[src/sv/vtc_pkg.sv]
package vtc_pkg;

  localparam int unsigned Q_SHIFT   = 16;
  localparam int unsigned NUM_REGS  = 8;
  localparam int unsigned DIV_STEPS = 33;  // quotient bits 32..0
  localparam int unsigned DOT_W     = 50;  // signed width of a column sum

  typedef logic signed [31:0]        coord_t;
  typedef logic signed [DOT_W-1:0]   dot_t;
  typedef logic [DOT_W-1:0]          mag_t;
  typedef logic [3:0][3:0][31:0]     mat_t;   // [row][col]
  typedef logic [NUM_REGS-1:0][63:0] cfg_regs_t;

  // one divider pipeline stage, three lanes sharing a divisor
  typedef struct packed {
    logic                       last;
    logic                       dz;
    mag_t                       ad;
    logic [2:0]                 neg;
    logic [2:0]                 big;
    logic [2:0][DOT_W-1:0]      rem;
    logic [2:0][DIV_STEPS-1:0]  nlo;
    logic [2:0][DIV_STEPS-1:0]  q;
  } dstage_t;

endpackage

[src/sv/vtc_div_step.sv]
module vtc_div_step (
  input  vtc_pkg::mag_t rem,
  input  logic          nbit,
  input  vtc_pkg::mag_t ad,
  output vtc_pkg::mag_t rem_nxt,
  output logic          qbit
);
  import vtc_pkg::*;

  logic [DOT_W:0] t;
  logic [DOT_W:0] diff;

  // one restoring step: shift in a numerator bit, subtract if it fits
  always_comb begin
    t       = {rem, nbit};
    diff    = t - {1'b0, ad};
    qbit    = (t >= {1'b0, ad});
    rem_nxt = qbit ? diff[DOT_W-1:0] : t[DOT_W-1:0];
  end

endmodule

[config.mk]
export PLATFORM = sky130hd
export DESIGN_NAME = vtc_div_step
export DESIGN_NICKNAME = d
export VERILOG_FILES = /design/src/sv/vtc_pkg.sv /design/src/sv/vtc_div_step.sv
export SDC_FILE = /design/constraint.sdc
export NUM_CORES = 1
export LEC_CHECK = 0
export BUFFER_PORTS_ARGS = -buffer_cell sky130_fd_sc_hd__buf_2
export CORE_UTILIZATION = 53
export DETAILED_ROUTE_END_ITERATION = 7
export GPL_ROUTABILITY_DRIVEN = 0
export PLACE_DENSITY_LB_ADDON = 0.1
export SLEW_MARGIN = 15
export SYNTH_ARGS = -nofsm -noshare
export SYNTH_HDL_FRONTEND = slang
export SYNTH_SLANG_ARGS = --single-unit
[constraint.sdc]
create_clock -name vclk -period 3.8
set_input_delay 0.38 -clock vclk [all_inputs]
set_output_delay 0.38 -clock vclk [all_outputs]
set_load 0.02 [all_outputs]
# Word-level counts from Yosys, hierarchy flattened
# Cells that the tools add are included.
[word_totals]
ff_bits = 0
inputBits = 101
elab_cells = 3
[op_classes]
add_sub_neg = 1
order_cmp = 1
n_mux = 1
[op_table]
columns = ["cell", "n"]
rows = [
  ["$ge A51 B50 Y1", 1],
  ["$mux W50", 1],
  ["$sub A50 B50 Y50", 1],
]

# Logic depth before layout (Yosys ltp)
[depth]
depth_word = 2
ltp_mapped = 14

# Worst setup path before layout
# OpenSTA, ideal clock, no wires.
[synth_path]
path_type = "input-to-output"
start = "input port ad[20]"
end = "output port rem_nxt[0]"
arrival_time_ns = 3.049
t_required_ns = 3.420
path_slack_ns = 0.371
cell_stages = 14
n_path_buf = 3
path_cell_list = "inv_1 ha_1 buf_6 a21o_1 a21o_1 a21o_1 a221o_1 a31oi_1 o21ai_2 a31oi_4 o221a_4 buf_12 buf_12 mux2i_1"
[synth_via]
elab_chain_len = 2
[synth_lines]
columns = ["element", "line_no", "rtl"]
rows = [
  ["start, declared", "vtc_div_step.sv:4", "input vtc_pkg::mag_t ad,"],
  ["$ge A51 B50 Y1", "vtc_div_step.sv:17", "qbit = (t >= {1'b0, ad});"],
  ["$mux W50", "vtc_div_step.sv:18", "rem_nxt = qbit ? diff[DOT_W-1:0] : t[DOT_W-1:0];"],
  ["end, declared", "vtc_div_step.sv:5", "output vtc_pkg::mag_t rem_nxt,"],
]
# Every way passes these cells.

# Worst setup path after layout
[layout_path]
start = "input port nbit"
end = "output port rem_nxt[48]"
[layout_via]
elab_chain_len = 2
[layout_lines]
columns = ["element", "line_no", "rtl"]
rows = [
  ["start, declared", "vtc_div_step.sv:3", "input logic nbit,"],
  ["$sub A50 B50 Y50 / $ge A51 B50 Y1 (equally long branches)", "vtc_div_step.sv:16, vtc_div_step.sv:17", ""],
  ["$mux W50 *", "vtc_div_step.sv:18", ""],
]
# Every way passes the cells marked *; elsewhere a longest branch is shown, timed or not.

==> results by group <==
Clock tree
  – Hold Buf Count CTS: 0

Critical path
  – Cells along the critical path: buf_2 -> inv_2 -> ha_4 -> inv_2 -> fa_2 -> a211oi_4 -> o21ai_2 -> a31oi_4 -> o2111ai_2 -> a311oi_2 -> buf_4 -> nor2_1 -> a2111oi_2 -> xnor2_1 -> mux2_4 -> buf_2
  – CP Capture Type: output pin
  – Slowest stage delay, CP: 0.41 ns
  – Arrival @ worst endpoint: 3.33 ns
  – CP bufs+invs: 5
  – Slowest stage cell, crit path: fa_2
  – Worst Path Required: 3.42 ns
  – Kind of cell adding the most delay to the critical path: compound AO/OA/AOI/OAI gates
  – CP Max Fanout: 2
  – Startpoint Class: input port
  – Setup Crit Path Kind: input port to output pin

Synth
  – Cells after Synth: 550
  – Avg Cell Area, Syn: 7.55 sq um
  – Synth cell types: 70
  – Post-synthesis cell area: 0.00416 sq mm
  – Syn nets: 702
  – Sequential fraction of the synthesis area: 0%
  – Synth warn: 0
  – Area leader, netlist: mux2_4
  – Area share of the leading cell type in the synthesized netlist: 16.6%
  – Synth top area cells: mux2_4 17%, ha_1 15%, a21oi_1 6.0%

Global route
  – Vias in the first global route: 4,301
  – Largest net degree at the start of global routing: 22
  – Grt ovf: 0
  – GR Util All Layers: 27.1%
  – First-pass GRT wire length: 19.4 mm
  – Grt met2 use: 45.2%
  – Met1 usage: 39.2%
  – M3 GR Usage: 1.18%
  – Most used routing layer: met2
  – Initial antenna violation count: 0

STA
  – Post-layout min period: 3.71 ns
  – Setup_tns: 0 ns
  – Final Max Tran Viols: 0
  – Peak Freq: 0.270 GHz
  – Final Hold Vio Count: 0
  – Worst-margin pin slew: 0.464 ns
  – WHS: 1.09 ns
  – Setup-failing EPs final: 0
  – Rel. slew slack: 68.9%
  – Crit share post-route: 97.6%
  – Worst Slack Setup Final: 0.0923 ns

Power
  – VDD IR max: 0.129 mV
  – Static leakage: 2.83 nW
  – PD cells: 232 mW/mm^2

Layout
  – N_diodes: 0
  – # clk buffers: 0
  – Most common cell after layout, fill and taps aside: buf_2
  – Fraction of layout cells with a size suffix above 1: 39.2%
  – Most frequent cells in the layout: 151 x buf_2, 62 x inv_1, 49 x a21oi_1
  – Finished Layout Cells: 819
  – Syn-to-layout area delta: 27.9%
  – Register area: 0 sq um
  – FF+latch count: 0
  – Fill count: 631
  – # nets final: 874

Floorplan
  – Die width: 90.5 um
  – Row count: 31
  – Die Area: 0.00820 sq mm
  – Die height: 90.5 um
  – Initial Util: 56.1%
  – I/O pins: 152
  – Core ar.: 0.00741 sq mm

Placed design
  – Port Buffers: 152
  – Dpl ws: -0.0796 ns
  – Dpl cells: 806
  – Hpwl dp: 9.64 mm

Run
  – MaxCap Viol Count: 0

Drt
  – Final wirelength: 11.9 mm
  – ANT nets after route: 0
  – Drt drc: 0
  – Vias: 4,741
  – Vias per std cell: 5.79
  – Average wire per standard cell: 14.5 um
  – Initial DRC count: 248
  – DRT Pass-1 Iters: 7

Min path
  – Hold crit path type: input port to output pin

Run status
  – Outcome: finished, final reports clean
[layout make-up]
cell class	instances	area, sq um	share of cell area [%]
Inverter	64	240	4.52
Multi-Input combinational cell	459	3770	71.0
Tap cell	99	124	2.33
Timing Repair Buffer	197	1180	22.1
[stage by stage]
step                      power [mW]  util (%)  instance area, sq um
after floorplan                0.865         -                  4160
after global placement          1.14      68.5                  5070
after detailed placement        1.16      68.5                  5070
after CTS                       1.17      68.8                  5100
after global routing            1.33      71.8                  5320
final                           1.23      71.8                  5320
[final timing paths]
kind | from | to | slack, ns | cells after the start
hold / removal | rem[43] | rem_nxt[44] | 1.09 | 3
setup / recovery | nbit | rem_nxt[48] | 0.09 | 16
[synthesized netlist by cell type, types with 3 or more instances]
library cell	number
a211oi_1	3
a21boi_0	4
a21o_1	32
a21oi_1	50
a221o_1	3
a31oi_1	8
buf_12	6
buf_2	10
buf_4	4
clkbuf_1	4
ha_1	50
inv_1	64
mux2_4	46
mux2i_1	3
nand2_1	45
nand2b_1	5
nand3_1	10
nand3b_1	3
nand4_1	13
nor2_1	37
nor2b_1	5
nor3_1	9
o211ai_1	5
o21a_1	3
o21ai_0	19
o21ai_1	4
o21bai_1	9
o22ai_1	3
o31ai_1	3
xnor2_1	28
xor2_1	14
[kinds of logic (layout without fill, tap and decap cells)]
| family | after synthesis | after routing | share of synthesized area [%] |
|---|---|---|---|
| AO/OA/AOI/OAI | 171 | 171 | 28.6 |
| XOR/XNOR | 42 | 42 | 8.85 |
| AND/OR/NAND/NOR | 145 | 145 | 17.7 |
| multiplexers | 50 | 50 | 17.6 |
| adder cells (fa/ha/maj) | 51 | 51 | 15.5 |
| buffers and inverters | 91 | 261 | 11.6 |
[timing repair]
action	CTS	global route
gates resized for setup	3	21
pin swaps	3	16
buffers inserted	1	10
gates cloned	0	2
setup endpoints to repair	6	38
[routing by layer]
| metal | part of all wire, % | routed length, um | vias up |
|---|---|---|---|
| met1 | 46 | 5490 | 2162 |
| met4 | 1.1 | 133 | 0 |
| met5 | 0 | 0 | - |
| met3 | 6.6 | 791 | 22 |
| li1 | - | - | 2317 |
| met2 | 46 | 5490 | 240 |
[power breakdown]
group / total (mW) / switching [mW] / internal, mW
Sequential: 0 / 0 / 0
Clock: 0 / 0 / 0
Combinational: 1.23 / 0.651 / 0.581
Total: 1.23 / 0.651 / 0.581
No activity file was read; power rests on OpenSTA's default activity.
